===== src/halfband_decimator_11tap_core_assert.svh =====
// Assertion macros shared by the half-band decimator RTL.
`ifndef HALFBAND_DECIMATOR_11TAP_CORE_ASSERT_SVH
`define HALFBAND_DECIMATOR_11TAP_CORE_ASSERT_SVH

// Same-cycle implication, disabled while reset is asserted.
`define HDB_ASSERT_IMPL(label, clk, rst_n, ante, cons) \
    label: assert property (@(posedge clk) disable iff (!rst_n) (ante) |-> (cons)) \
        else $error("hdb assertion failed");

// Next-cycle implication, disabled while reset is asserted.
`define HDB_ASSERT_NEXT(label, clk, rst_n, ante, cons) \
    label: assert property (@(posedge clk) disable iff (!rst_n) (ante) |=> (cons)) \
        else $error("hdb assertion failed");

`endif


===== src/hdb_pkg.sv =====
// Constants shared by the half-band decimator modules.
package hdb_pkg;

    localparam int TAP_COUNT  = 11;
    localparam int HIST_DEPTH = TAP_COUNT - 1;
    localparam int COEF_W     = 16;
    localparam int FRAC_BITS  = 15;

    // Q1.15 kernel, odd taps other than the centre tap are zero
    localparam logic signed [COEF_W-1:0] COEF_H0  = 16'sd598;
    localparam logic signed [COEF_W-1:0] COEF_H2  = -16'sd3806;
    localparam logic signed [COEF_W-1:0] COEF_H4  = 16'sd11400;
    localparam logic signed [COEF_W-1:0] COEF_MID = 16'sd16384;

endpackage


===== src/halfband_decimator_11tap_core.sv =====
// Top level of the 11-tap half-band decimate-by-two filter.
//
//   Channel   Handshake                     Payload
//   sample    sample_valid / sample_ready   sample_in
//   result    result_valid / result_ready   filtered_sample, clipped
//
// Takes one sample every cycle while sample_ready is high; every second
// sample (the first of each pair) launches one result, which is registered
// through the four-stage pre-add / multiply / sum / round pipeline.
// A stalled result backs up stage by stage; sample_ready drops only when all
// four stages hold results. Reset zeroes the delay line and the pair phase.
module halfband_decimator_11tap_core import hdb_pkg::*;
#(
    parameter int SAMPLE_WIDTH = 16
)
(
    input  logic                           clk,
    input  logic                           rst_n,
    input  logic                           sample_valid,
    output logic                           sample_ready,
    input  logic signed [SAMPLE_WIDTH-1:0] sample_in,
    output logic                           result_valid,
    input  logic                           result_ready,
    output logic signed [SAMPLE_WIDTH-1:0] filtered_sample,
    output logic                           clipped
);

    logic                           sample_fire;
    logic                           start_valid;
    logic                           start_ready;
    logic                           pair_phase_reg;
    logic                           pair_phase_next;
    logic signed [SAMPLE_WIDTH-1:0] hist [HIST_DEPTH];

    // Accept a request whenever the pipeline head can take one; odd samples
    // only advance the delay line.
    assign sample_ready = start_ready;
    assign sample_fire  = sample_valid && sample_ready;
    assign start_valid  = sample_valid && !pair_phase_reg;

    // Delay line: cell 0 holds x[n-1], the last cell x[n-10].
    for (genvar i = 0; i < HIST_DEPTH; i++)
    begin : g_tap
        if (i == 0)
        begin : g_head
            hdb_tap_cell #(.SAMPLE_WIDTH(SAMPLE_WIDTH)) u_cell (
                .clk      (clk),
                .rst_n    (rst_n),
                .shift_en (sample_fire),
                .d        (sample_in),
                .q        (hist[i])
            );
        end
        else
        begin : g_body
            hdb_tap_cell #(.SAMPLE_WIDTH(SAMPLE_WIDTH)) u_cell (
                .clk      (clk),
                .rst_n    (rst_n),
                .shift_en (sample_fire),
                .d        (hist[i-1]),
                .q        (hist[i])
            );
        end
    end

    // Toggle the pair phase on every accepted sample.
    always_comb
    begin
        pair_phase_next = sample_fire ? !pair_phase_reg : pair_phase_reg;
    end

    always_ff @(posedge clk or negedge rst_n)
    begin
        if (!rst_n)
        begin
            pair_phase_reg <= 1'b0;
        end
        else
        begin
            pair_phase_reg <= pair_phase_next;
        end
    end

    hdb_mac_pipe #(.SAMPLE_WIDTH(SAMPLE_WIDTH)) u_mac (
        .clk             (clk),
        .rst_n           (rst_n),
        .start_valid     (start_valid),
        .start_ready     (start_ready),
        .x               (sample_in),
        .hist            (hist),
        .result_valid    (result_valid),
        .result_ready    (result_ready),
        .filtered_sample (filtered_sample),
        .clipped         (clipped)
    );

endmodule


===== src/hdb_tap_cell.sv =====
// One delay-line cell: holds a sample and hands it to the next cell on each shift.
module hdb_tap_cell import hdb_pkg::*;
#(
    parameter int SAMPLE_WIDTH = 16
)
(
    input  logic                           clk,
    input  logic                           rst_n,
    input  logic                           shift_en,
    input  logic signed [SAMPLE_WIDTH-1:0] d,
    output logic signed [SAMPLE_WIDTH-1:0] q
);

    logic signed [SAMPLE_WIDTH-1:0] sample_reg;
    logic signed [SAMPLE_WIDTH-1:0] sample_next;

    always_comb
    begin
        sample_next = shift_en ? d : sample_reg;
    end

    always_ff @(posedge clk or negedge rst_n)
    begin
        if (!rst_n)
        begin
            sample_reg <= '0;
        end
        else
        begin
            sample_reg <= sample_next;
        end
    end

    assign q = sample_reg;

endmodule


===== src/hdb_mac_pipe.sv =====
// Four-stage pre-add, multiply, sum and round/saturate pipeline with per-stage flow control.
module hdb_mac_pipe import hdb_pkg::*;
#(
    parameter int SAMPLE_WIDTH = 16
)
(
    input  logic                           clk,
    input  logic                           rst_n,
    input  logic                           start_valid,
    output logic                           start_ready,
    input  logic signed [SAMPLE_WIDTH-1:0] x,
    input  logic signed [SAMPLE_WIDTH-1:0] hist [HIST_DEPTH],
    output logic                           result_valid,
    input  logic                           result_ready,
    output logic signed [SAMPLE_WIDTH-1:0] filtered_sample,
    output logic                           clipped
);

`include "halfband_decimator_11tap_core_assert.svh"

    localparam int SUM_W = SAMPLE_WIDTH + 1;
    localparam int ACC_W = SAMPLE_WIDTH + COEF_W + 1;
    localparam int Y_W   = ACC_W - FRAC_BITS;
    localparam int PAD_W = Y_W - SAMPLE_WIDTH + 1;

    localparam logic signed [Y_W-1:0] Y_MAX = {{PAD_W{1'b0}}, {(SAMPLE_WIDTH-1){1'b1}}};
    localparam logic signed [Y_W-1:0] Y_MIN = {{PAD_W{1'b1}}, {(SAMPLE_WIDTH-1){1'b0}}};
    localparam logic signed [ACC_W-1:0] ROUND_BIAS = ACC_W'(1) << (FRAC_BITS - 1);

    logic v1_reg, v2_reg, v3_reg, v4_reg;
    logic r1, r2, r3, r4;

    logic signed [SUM_W-1:0]        p0_reg, p2_reg, p4_reg;
    logic signed [SUM_W-1:0]        p0_next, p2_next, p4_next;
    logic signed [SAMPLE_WIDTH-1:0] pm_reg;
    logic signed [ACC_W-1:0]        q0_reg, q2_reg, q4_reg, qm_reg;
    logic signed [ACC_W-1:0]        q0_next, q2_next, q4_next, qm_next;
    logic signed [ACC_W-1:0]        sa_reg, sb_reg, sa_next, sb_next;
    logic signed [ACC_W-1:0]        acc;
    logic signed [Y_W-1:0]          y;
    logic signed [SAMPLE_WIDTH-1:0] fs_reg, fs_next;
    logic                           clip_reg, clip_next;

    // a stage moves when it is empty or its successor moves
    assign r4 = !v4_reg || result_ready;
    assign r3 = !v3_reg || r4;
    assign r2 = !v2_reg || r3;
    assign r1 = !v1_reg || r2;
    assign start_ready = r1;

    always_comb
    begin
        // symmetric pairs: x[n]+x[n-10], x[n-2]+x[n-8], x[n-4]+x[n-6]
        p0_next = SUM_W'(x) + SUM_W'(hist[9]);
        p2_next = SUM_W'(hist[1]) + SUM_W'(hist[7]);
        p4_next = SUM_W'(hist[3]) + SUM_W'(hist[5]);

        q0_next = p0_reg * COEF_H0;
        q2_next = p2_reg * COEF_H2;
        q4_next = p4_reg * COEF_H4;
        qm_next = pm_reg * COEF_MID;

        sa_next = q0_reg + q2_reg;
        sb_next = q4_reg + qm_reg;

        acc = sa_reg + sb_reg + ROUND_BIAS;
        y   = acc[ACC_W-1:FRAC_BITS];
        if (y > Y_MAX)
        begin
            fs_next   = Y_MAX[SAMPLE_WIDTH-1:0];
            clip_next = 1'b1;
        end
        else if (y < Y_MIN)
        begin
            fs_next   = Y_MIN[SAMPLE_WIDTH-1:0];
            clip_next = 1'b1;
        end
        else
        begin
            fs_next   = y[SAMPLE_WIDTH-1:0];
            clip_next = 1'b0;
        end
    end

    always_ff @(posedge clk or negedge rst_n)
    begin
        if (!rst_n)
        begin
            v1_reg <= 1'b0;
            v2_reg <= 1'b0;
            v3_reg <= 1'b0;
            v4_reg <= 1'b0;
        end
        else
        begin
            if (r1) v1_reg <= start_valid;
            if (r2) v2_reg <= v1_reg;
            if (r3) v3_reg <= v2_reg;
            if (r4) v4_reg <= v3_reg;
        end
    end

    always_ff @(posedge clk)
    begin
        if (r1 && start_valid)
        begin
            p0_reg <= p0_next;
            p2_reg <= p2_next;
            p4_reg <= p4_next;
            pm_reg <= hist[4];
        end
        if (r2 && v1_reg)
        begin
            q0_reg <= q0_next;
            q2_reg <= q2_next;
            q4_reg <= q4_next;
            qm_reg <= qm_next;
        end
        if (r3 && v2_reg)
        begin
            sa_reg <= sa_next;
            sb_reg <= sb_next;
        end
        if (r4 && v3_reg)
        begin
            fs_reg   <= fs_next;
            clip_reg <= clip_next;
        end
    end

    assign result_valid    = v4_reg;
    assign filtered_sample = fs_reg;
    assign clipped         = clip_reg;

    `HDB_ASSERT_NEXT(a_start_lands, clk, rst_n, start_valid && start_ready, v1_reg)
    `HDB_ASSERT_NEXT(a_s3_stall_holds, clk, rst_n, v3_reg && !r3, v3_reg && $stable(sa_reg) && $stable(sb_reg))
    `HDB_ASSERT_IMPL(a_clip_at_rail, clk, rst_n, v4_reg && clip_reg, fs_reg == Y_MAX[SAMPLE_WIDTH-1:0] || fs_reg == Y_MIN[SAMPLE_WIDTH-1:0])

endmodule


===== config.mk =====
export PLATFORM = sky130hd
export DESIGN_NAME = halfband_decimator_11tap_core
export DESIGN_NICKNAME = d
export VERILOG_FILES = /design/src/hdb_pkg.sv /design/src/halfband_decimator_11tap_core.sv /design/src/hdb_tap_cell.sv /design/src/hdb_mac_pipe.sv
export VERILOG_INCLUDE_DIRS = /design/src /design/src/src
export SDC_FILE = /design/constraint.sdc
export NUM_CORES = 1
export LEC_CHECK = 0
export BUFFER_PORTS_ARGS = -buffer_cell sky130_fd_sc_hd__buf_2
export CORE_ASPECT_RATIO = 0.75
export CORE_MARGIN = 5
export CORE_UTILIZATION = 45
export DETAILED_ROUTE_END_ITERATION = 16
export SYNTH_ARGS = -nofsm -noshare
export SYNTH_HDL_FRONTEND = slang
export SYNTH_HIERARCHICAL = 1
export SYNTH_SLANG_ARGS = --single-unit

===== constraint.sdc =====
create_clock -name clk -period 5.53 [get_ports clk]
set_input_delay 0.553 -clock clk [delete_from_list [all_inputs] [get_ports clk]]
set_output_delay 0.553 -clock clk [all_outputs]
set_load 0.1 [all_outputs]

Word level (Yosys, flattened, before mapping)
Index checks and enable logic that the tools add are counted.
Word-level totals
  memory bits (read-only): 0
  register bits: 425
  bits in latches: 0
  output and inout port bits: 19
  memory bits (writable): 0
  bits of input ports: 20
  word-level logic and storage cells: 56
  memories kept: 0
Operators by class
  bitwise logic cells: 0
  multiplexer cells: 2
  $lt $le $gt $ge: 2
  div/mod/pow operators: 0
  equal/unequal tests: 0
  shift-type cells: 0
  $add $sub $neg: 7
  reductions and logical operators: 15
  multiply operators: 3
Operator list (number)
  adder 33 bit: 2
  multiplier 17 x 12 -> 29 bit (second input constant): 2
  adder 16 x 16 -> 17 bit: 3
  adder 33 x 16 -> 33 bit (second input constant): 1
  adder 33 x 30 -> 33 bit: 1
  multiplier 17 x 10 -> 27 bit (second input constant): 1
  > comparator 18 x 16 -> 1 bit (second input constant): 1
  less-than comparator 18 x 16 -> 1 bit (second input constant): 1
  two-way mux 16 bit: 1
  logical AND 1 bit: 6
  logical NOT 1 bit: 5
  logical OR 1 bit: 4
  two-way mux 1 bit: 1

Logic depth before layout (Yosys ltp)
Gate-level depths: netlist of the first run.
  word-level depth: 6
  depth in mapped cells: 21
  gate-level depth less buffers: 21

Hierarchy
The synthesis of the first run kept the hierarchy.
By module, submodules not included
  hdb_mac_pipe: area each 21545.7 µm², sequential area each 7457.2 µm², cells each 1924, times used 1
  hdb_tap_cell: area each 649.4 µm², sequential area each 400.4 µm², cells each 34, times used 10
  halfband_decimator_11tap_core: area each 56.3 µm², sequential area each 25.0 µm², cells each 4, times used 1

Least setup slack after synthesis of the first run
OpenSTA, ideal clock, no wires.
  kind: register to register
  from: reg u_mac.p4_reg[5]
  to: reg u_mac.q4_reg[30], data pin
  period minus slack after synthesis: 5.020 ns
  slack: 0.510 ns
  path buffers: 0
  cell stages (with the launch flop): 20
  library setup time: 0.262 ns
  arrival time: 4.758 ns
  data required time: 5.268 ns
  path through: edfxtp_1 > ha_1 > ha_1 > fa_1 > fa_1 > inv_1 > fa_1 > inv_1 > ha_1 > a21o_1 > a21oi_1 > nor2b_1 > a2111o_1 > a31oi_1 > a211o_1 > o2111ai_1 > a21oi_1 > o21bai_1 > a21oi_1 > xor2_1
On the way
  word-level cells in the longest chain between the ends: 1
Ends and longest elaborated chain
  start, declared: RTL line hdb_mac_pipe.sv:33  | logic signed [SUM_W-1:0] p0_reg, p2_reg, p4_reg;
  start signal, assigned: RTL line hdb_mac_pipe.sv:109  | p4_reg <= p4_next;
  multiplier 17 x 12 -> 29 bit: RTL line hdb_mac_pipe.sv:60  | q4_next = p4_reg * COEF_H4;
  named net u_mac.q4_next[30]: RTL line hdb_mac_pipe.sv:37  | logic signed [ACC_W-1:0] q0_next, q2_next, q4_next, qm_next;
  end signal, assigned: RTL line hdb_mac_pipe.sv:116  | q4_reg <= q4_next;
  end, declared: RTL line hdb_mac_pipe.sv:36  | logic signed [ACC_W-1:0] q0_reg, q2_reg, q4_reg, qm_reg;
The timed path passes the listed nets, and every way through them passes these cells.
A chain may end at the register's enable or synchronous reset.

Final worst setup path of the first run
  from: reg u_mac.p4_reg[4]
  to: reg u_mac.q4_reg[31], data pin
The elaborated chain is that of the path after synthesis.

==> results of run 1 <==
## kinds of logic after synthesis
| group | count (synthesis) | share of synthesized area [%] |
|---|---|---|
| adder cells (fa/ha/maj) | 527 | 26.8 |
| flip-flops | 410 | 40.9 |
| AO/OA/AOI/OAI | 342 | 8.11 |
| buffers and inverters | 328 | 5.31 |
| AND/OR/NAND/NOR | 327 | 5.64 |
| multiplexers | 172 | 8.21 |
| XOR/XNOR | 162 | 5.08 |
## worst max-delay path, cell delays in order (launching register included)
cell and delay (ns):
edfxtp_1 0.50, ha_1 0.34, ha_1 0.32, fa_1 0.52, fa_1 0.54, inv_1 0.05
fa_1 0.52, inv_1 0.04, ha_1 0.36, nand2_1 0.07, o21ai_0 0.23, a22oi_1 0.16
a21oi_1 0.26, a41oi_2 0.25, a2111oi_4 0.40, o31a_1 0.21, o22ai_1 0.09, xnor2_1 0.13
## layer usage
| layer | part of all wire, % | routed length, um | vias up |
|---|---|---|---|
| met2 | 42 | 23800 | 247 |
| met5 | 0 | 0 | - |
| met4 | 1.2 | 702 | 0 |
| li1 | - | - | 8118 |
| met1 | 52 | 29000 | 8124 |
| met3 | 4.8 | 2690 | 53 |
## repair_timing
action	CTS	global route
endpoints found under the setup margin	0	3
buffers inserted	0	6
resized for setup	0	5
## worst min path at each step
stage | from | endpoint | slack, ns | depth (start not counted)
after floorplan | rst_n | g_tap[0].g_head.u_cell/q[0] | 0.26 | 0
after global placement | u_mac/pm_reg[2] | u_mac/qm_reg[16] | 0.40 | 0
after detailed placement | u_mac/pm_reg[11] | u_mac/qm_reg[25] | 0.41 | 0
after CTS | rst_n | g_tap[5].g_body.u_cell/q[13] | 0.15 | 1
after global routing | rst_n | g_tap[5].g_body.u_cell/q[13] | 0.20 | 1
final | rst_n | g_tap[5].g_body.u_cell/q[14] | 0.12 | 1
## cells in the mapped netlist, types with 30 or more instances
master and count:
a21o_1 31, a21oi_1 101, dfrtp_1 165, edfxtp_1 245, fa_1 124, ha_1 403
inv_1 298, mux2_2 67, mux2_4 100, nand2_1 66, nand3_1 30, nor2_1 104
nor3_1 34, o21ai_0 64, xnor2_1 120, xor2_1 41
## through the flow
| stage | setup TNS (ns) | setup slack [ns] | instances |
|---|---|---|---|
| floorplan | 0 | 0.510 | 2268 |
| global placement | 0 | 0.170 | 3099 |
| detailed placement | 0 | 0.0549 | 3099 |
| CTS | 0 | 0.00589 | 3174 |
| global route | -0.0261 | -0.0261 | 3180 |
| finish | 0 | 0.260 | 3180 |
## area by class of cell
cell class	instances	area [um2]	area share, %
Multi-Input combinational cell	1530	15200	49.7
Sequential cell	410	11500	37.7
Clock buffer	51	1140	3.73
Inverter	298	1120	3.67
Tap cell	810	1010	3.33
Timing Repair Buffer	57	352	1.15
Clock inverter	24	204	0.669
==> flow_metrics.env, run 1 <==
export IMPL_status="finished clean"
export IMPL_utilization_pct=49.2
export IMPL_core_area_um2=62000
export IMPL_numCtsBuffers=42
export IMPL_r2r_setup_slack_ns=0.26
export IMPL_busiest_layer="met2"
export IMPL_largest_register_ffs=144
export IMPL_syn_avg_cell_area_um2=12.4
export IMPL_slew_headroom_pct=14.0
export IMPL_timing_hold_violations_final=0
export IMPL_syn_num_nets=2815
export IMPL_critPathKind="flop to flop"
export IMPL_ys_warn_count=6
export IMPL_worst_endpoint_arrival_ns=5.57
export IMPL_fmax_mhz=190
export IMPL_met2_usage_pct=26.0
export IMPL_met1_usage_pct=25.7
export IMPL_endpoint="u_mac/q4_reg[31]"
export IMPL_clk_pin_slew_ns=0.06
export IMPL_worst_slew_pin_slew_ns=1.28
export IMPL_reg2reg_to="u_mac/q4_reg[31]"
export IMPL_routed_via_density=5.20
export IMPL_die_y_um=226
export IMPL_grt_pass1_vias=17200
export IMPL_n_antenna_cell=0
export IMPL_drt_pre_antenna_iters=5
export IMPL_num_fill_cells=5405
export IMPL_grt_start_max_net_pins=159
export IMPL_setup_viol=0
export IMPL_hp_class="input pin to async pin"
export IMPL_synth_edf_count=245
export IMPL_layout_commonest_cell="ha_1"
export IMPL_reg2reg_depth=17
export IMPL_finalCriticalPeriod_ns=5.27
export IMPL_drc_errors=0
export IMPL_clock_path_buffers=3
export IMPL_ys_seq_elements=410
export IMPL_die_area_um2=67600
export IMPL_crit_path_end_kind="flop"
export IMPL_postPlaceCellArea_um2=29100
export IMPL_final_cell_mix="403 x ha_1, 298 x inv_1, 245 x edfxtp_1"
export IMPL_grt_use_met3_pct=3.47
export IMPL_drt_initial_drc_count=886
export IMPL_finalInstanceArea_um2=30500
export IMPL_rr_startpoint="u_mac/p4_reg[4]"
export IMPL_synthTopCellsByArea="edfxtp_1 26%, ha_1 18%, dfrtp_1 15%"
export IMPL_clockRootBuffer="clkbuf_16"
export IMPL_rsz0062_at_grt="true"
export IMPL_place_gp_congestion=0.893
export IMPL_synthFlopType="edfxtp_1"
export IMPL_post_drt_wl_per_cell_um=17.7
export IMPL_crit_path_max_fanout=5
export IMPL_cts_tree="yes"
export IMPL_io_pin_count=39
export IMPL_initial_core_util_pct=45.3
export IMPL_synth_top_area_cell="edfxtp_1"
export IMPL_syn_area_um2=28100
export IMPL_synth_cells=2268
export IMPL_grt_pass1_wl_mm=92.6
export IMPL_clk_latency_ns=0.58
export IMPL_dp_hpwl_mm=43.7
export IMPL_track_usage_pct=17.1
export IMPL_cap_viol_max_count=0
export IMPL_ant_nets=0
export IMPL_row_count=79
export IMPL_layout_nets=2886
export IMPL_die_width_um=299
export IMPL_cts_hold_buf=0
export IMPL_critPathLaunch="u_mac/p4_reg[4]"
export IMPL_holdWs_ns=0.117
export IMPL_synth_seq_area_share_pct=40.9
export IMPL_area_delta_synth_final_pct=8.44
export IMPL_cts_sinks=410
export IMPL_grt_overflow=0
export IMPL_required_ns=5.83
export IMPL_htreeDepth=2
export IMPL_drive_above_1_share_pct=13.8
export IMPL_synth_top_area_share_pct=26.2
export IMPL_antenna_found_initial=1
export IMPL_period_share_pct=95.3
export IMPL_vias=16500
export IMPL_drt_wl_total_mm=56.2
export IMPL_fin_worst_skew_ns=0.0255
export IMPL_cp_start_kind="flop"
export IMPL_synth_async_reset_ratio_pct=40.2
export IMPL_drv_slew=0
export IMPL_io_buffers=38
export IMPL_synth_cell_type_count=76
Power of run 1 is left out: the tool's default activity adds up to more than one toggle a clock period on the data nets, which glitch-free logic cannot reach.
==> run 2, diff against run 1 <==
--- a/config.mk
+++ b/config.mk
@@ -6,7 +6,7 @@
 export SDC_FILE = /design/constraint.sdc
 export NUM_CORES = 1
 export LEC_CHECK = 0
-export BUFFER_PORTS_ARGS = -buffer_cell sky130_fd_sc_hd__buf_2
+export BUFFER_PORTS_ARGS = -buffer_cell sky130_fd_sc_hd__clkbuf_2
 export CORE_ASPECT_RATIO = 0.75
 export CORE_MARGIN = 5
 export CORE_UTILIZATION = 45
==> run 2 against run 1 <==
  * Maximum frequency up 0.79%
  * Routed wire length grew 0.49%
  * Critical endpoint is now u_mac/q4_reg[30]
  * Global-route usage shrank 0.14 points
  * Highest routed layer unchanged
==> flow_metrics.env, run 2 (synthesized netlist as in run 1, its figures left out) <==
export IMPL_status="finished clean"
export IMPL_dp_hpwl_mm=43.8
export IMPL_core_area_um2=62000
export IMPL_drt_wl_total_mm=56.5
export IMPL_clockRootBuffer="clkbuf_16"
export IMPL_grt_overflow=0
export IMPL_cts_tree="yes"
export IMPL_clk_pin_slew_ns=0.06
export IMPL_place_gp_congestion=0.892
export IMPL_area_delta_synth_final_pct=9.01
export IMPL_setup_tns_final_ns=0
export IMPL_die_y_um=226
export IMPL_r2r_setup_slack_ns=0.30
export IMPL_pre_cts_ws_ns=0.101
export IMPL_num_fill_cells=5415
export IMPL_numCtsBuffers=43
export IMPL_vias=16600
export IMPL_period_share_pct=94.6
export IMPL_endpoint="u_mac/q4_reg[30]"
export IMPL_initial_core_util_pct=45.3
export IMPL_fmax_mhz=191
export IMPL_die_width_um=299
export IMPL_ant_nets=0
export IMPL_io_buffers=38
export IMPL_routed_via_density=5.19
export IMPL_crit_path_end_kind="flop"
export IMPL_utilization_pct=49.4
export IMPL_layout_nets=2893
export IMPL_post_drt_wl_per_cell_um=17.7
export IMPL_clock_path_buffers=3
export IMPL_antenna_found_initial=3
export IMPL_timing_hold_violations_final=0
export IMPL_cts_sinks=410
export IMPL_die_area_um2=67600
export IMPL_grt_pass1_vias=17200
export IMPL_reg2reg_to="u_mac/q4_reg[30]"
export IMPL_finalCriticalPeriod_ns=5.23
export IMPL_grt_start_max_net_pins=68
export IMPL_slew_headroom_pct=18.5
export IMPL_required_ns=5.84
export IMPL_drt_pre_antenna_iters=5
export IMPL_row_count=79
export IMPL_worst_slew_pin_slew_ns=1.22
export IMPL_io_pin_count=39
export IMPL_drt_initial_drc_count=827
export IMPL_hp_class="input pin to flop"
export IMPL_n_antenna_cell=0
export IMPL_critPathLaunch="u_mac/p4_reg[5]"
export IMPL_drc_errors=0
export IMPL_largest_register_ffs=144
export IMPL_setup_viol=0
export IMPL_setup_ws_ns=0.301
export IMPL_drv_slew=0
export IMPL_track_usage_pct=16.9
export IMPL_worst_endpoint_arrival_ns=5.54
export IMPL_reg2reg_depth=19
export IMPL_cp_start_kind="flop"
export IMPL_clk_latency_ns=0.58
export IMPL_drive_above_1_share_pct=14.0
export IMPL_fin_worst_skew_ns=0.0422
export IMPL_grt_pass1_wl_mm=92.0
export IMPL_rr_startpoint="u_mac/p4_reg[5]"
export IMPL_cap_viol_max_count=0
export IMPL_htreeDepth=2
export IMPL_critPathKind="flop to flop"
export IMPL_layout_commonest_cell="ha_1"
export IMPL_crit_path_max_fanout=5
export IMPL_final_cell_mix="403 x ha_1, 298 x inv_1, 245 x edfxtp_1"
[run 2: stage by stage]
step	cell area, um2	hold WS (ns)	instances
4_1_cts	30500	0.195	3182
2_1_floorplan	28100	0.257	2268
3_5_place_dp	29100	0.405	3102
6_report	30600	0.226	3190
3_3_place_gp	29100	0.403	3102
5_1_grt	30600	0.211	3190
[run 2: layer usage]
layer | GRT usage, % | up-vias | wire length (um)
li1 | - | 8120 | -
met1 | 25.7 | 8158 | 29200
met2 | 25.7 | 235 | 23800
met3 | 3.49 | 49 | 2820
met4 | 2.65 | 0 | 751
met5 | 0 | - | 0
[run 2: cell type report]
type	instances	area, um2	area share [%]
clock buffer	58	1170	3.83
sequential	410	11500	37.5
timing repair buffer	63	387	1.26
tap	810	1010	3.31
clock inverter	21	299	0.976
multi-input combinational	1530	15100	49.5
inverter	298	1120	3.65
[run 2: critical path: stages (launching register included)]
cell,delay [ns]
edfxtp_1,0.46
ha_1,0.34
ha_1,0.31
fa_1,0.51
fa_1,0.55
inv_1,0.05
fa_1,0.53
inv_1,0.04
ha_1,0.36
a21o_1,0.20
a21oi_1,0.13
nor2b_1,0.09
a2111o_1,0.43
a31oi_2,0.16
a211o_1,0.17
o2111ai_1,0.14
a21oi_2,0.16
o21bai_1,0.07
a21oi_1,0.16
xor2_1,0.09
[run 2: how the worst min path moves through the flow]
stage                           from                     endpoint  cells past startpoint
global route            sample_in[0]  g_tap[0].g_head.u_cell/q[0]                      2
CTS                     sample_in[0]  g_tap[0].g_head.u_cell/q[0]                      2
finish                  sample_in[0]  g_tap[0].g_head.u_cell/q[0]                      2
detailed placement  u_mac/q4_reg[11]             u_mac/sb_reg[11]                      0
global placement     u_mac/pm_reg[2]             u_mac/qm_reg[16]                      0
floorplan                      rst_n  g_tap[0].g_head.u_cell/q[0]                      0
[run 2: what timing repair did]
item,CTS,global route
gates resized for setup,0,5
setup buffers,0,8
endpoints found under the hold margin,58,0
hold buffers,1,0
endpoints found under the setup margin,0,3
Power of run 2 is left out for the same reason.
==> run 3, diff against run 2 <==
--- a/config.mk
+++ b/config.mk
@@ -9,7 +9,7 @@
 export BUFFER_PORTS_ARGS = -buffer_cell sky130_fd_sc_hd__clkbuf_2
 export CORE_ASPECT_RATIO = 0.75
 export CORE_MARGIN = 5
-export CORE_UTILIZATION = 45
+export CORE_UTILIZATION = 30
 export DETAILED_ROUTE_END_ITERATION = 16
 export SYNTH_ARGS = -nofsm -noshare
 export SYNTH_HDL_FRONTEND = slang
==> run 3 against run 2 <==
  * Die area grew 48%
  * First-iteration DRC count rose by 12%
  * Design area increased by 1.3%
  * Critical path type unchanged
  * Largest cell class unchanged
==> flow_metrics.env, run 3 (synthesized netlist as in run 1, its figures left out) <==
export IMPL_status="finished clean"
export IMPL_ant_nets=0
export IMPL_numCtsBuffers=41
export IMPL_reg2reg_depth=19
export IMPL_met3_length_mm=2.59
export IMPL_initial_core_util_pct=30.1
export IMPL_track_usage_pct=11.5
export IMPL_die_width_um=363
export IMPL_finalCriticalPeriod_ns=5.35
export IMPL_wl_met2_mm=21.6
export IMPL_cap_viol_max_count=0
export IMPL_cts_hold_buf=0
export IMPL_timing_hold_violations_final=0
export IMPL_critPathKind="flop to flop"
export IMPL_wl_met1_mm=31.6
export IMPL_antenna_found_initial=1
export IMPL_cts_tree="yes"
export IMPL_drt_pre_antenna_iters=5
export IMPL_pre_cts_ws_ns=0.102
export IMPL_core_area_um2=93200
export IMPL_setup_viol=0
export IMPL_crit_path_end_kind="flop"
export IMPL_fmax_mhz=187
export IMPL_place_gp_congestion=0.829
export IMPL_rsz0062_at_grt="true"
export IMPL_die_y_um=275
export IMPL_final_cell_mix="403 x ha_1, 298 x inv_1, 245 x edfxtp_1"
export IMPL_slew_headroom_pct=37.4
export IMPL_drv_slew=0
export IMPL_grt_pass1_wl_mm=91.8
export IMPL_die_area_um2=99900
export IMPL_required_ns=5.83
export IMPL_drive_above_1_share_pct=13.9
export IMPL_cp_start_kind="flop"
export IMPL_post_drt_wl_per_cell_um=15.7
export IMPL_clk_pin_slew_ns=0.07
export IMPL_dp_hpwl_mm=44.1
export IMPL_top_layer_used="met4"
export IMPL_drt_wl_total_mm=56.7
export IMPL_htreeDepth=2
export IMPL_hp_class="input pin to async pin"
export IMPL_clk_latency_ns=0.58
export IMPL_period_share_pct=96.8
export IMPL_area_delta_synth_final_pct=10.4
export IMPL_layout_commonest_cell="ha_1"
export IMPL_drc_errors=0
export IMPL_drt_initial_drc_count=928
export IMPL_routed_via_density=4.49
export IMPL_grt_start_max_net_pins=85
export IMPL_fin_worst_skew_ns=0.0454
export IMPL_io_buffers=38
export IMPL_layout_nets=2891
export IMPL_vias=16200
export IMPL_worst_slew_pin_slew_ns=0.939
export IMPL_io_pin_count=39
export IMPL_cts_sinks=410
export IMPL_clockRootBuffer="clkbuf_16"
export IMPL_grt_pass1_vias=16200
export IMPL_row_count=97
export IMPL_worst_endpoint_arrival_ns=5.65
export IMPL_n_antenna_cell=0
export IMPL_largest_register_ffs=144
export IMPL_clock_path_buffers=3
export IMPL_setup_ws_ns=0.178
export IMPL_grt_overflow=0
export IMPL_crit_path_max_fanout=5
export IMPL_utilization_pct=33.3
run 3: cell type report:
| cell class | instances | area [um2] |
|---|---|---|
| Clock buffer | 55 | 1170 |
| Inverter | 298 | 1120 |
| Timing Repair Buffer | 63 | 397 |
| Tap cell | 1237 | 1550 |
| Fill cell | 9241 | 62200 |
| Multi-Input combinational cell | 1530 | 15100 |
| Sequential cell | 410 | 11500 |
| Clock inverter | 18 | 153 |
run 3: worst paths after layout:
check	startpoint	to	slack [ns]
min in group clk	sample_in[12]	g_tap[0].g_head.u_cell/q[12]	0.24
worst min-delay path	rst_n	u_mac/result_valid	0.03
worst max register to register	u_mac/p4_reg[5]	u_mac/q4_reg[30]	0.18
worst min register to register	u_mac/q4_reg[11]	u_mac/sb_reg[11]	0.42
max in group asynchronous	rst_n	g_tap[4].g_body.u_cell/q[8]	4.13
worst max-delay path	u_mac/p4_reg[5]	u_mac/q4_reg[30]	0.18
run 3: timing repair:
| action | CTS | global route |
|---|---|---|
| endpoints found under the setup margin | 0 | 3 |
| buffers inserted | 0 | 5 |
| gates resized for setup | 0 | 4 |
run 3: metal layers:
metal  track usage, %  up-vias
li1                 -     8126
met2             15.8      263
met3             2.06       64
met1             18.6     7751
met5                0        -
met4             1.89        0
run 3: through the flow:
stage	hold slack [ns]	area (um2)	std cells	setup TNS, ns
6_report	0.0337	31000	3611	0
3_5_place_dp	0.405	29600	3533	0
5_1_grt	0.0872	31000	3611	-0.0274
4_1_cts	0.0525	31000	3606	0
2_1_floorplan	0.257	28100	2268	0
3_3_place_gp	0.405	29600	3533	0
run 3: critical path, stage by stage (launching register included):
cell and delay, ns:
edfxtp_1 0.47, ha_1 0.33, ha_1 0.31, fa_1 0.52, fa_1 0.54, inv_1 0.06, fa_1 0.54, inv_1 0.05
ha_1 0.35, a21o_1 0.21, a21oi_1 0.15, nor2b_1 0.09, a2111o_1 0.42, a31oi_2 0.16, a211o_1 0.20, o2111ai_1 0.19
a21oi_2 0.19, o21bai_1 0.07, a21oi_1 0.17, xor2_1 0.08
Power of run 3 is left out for the same reason.
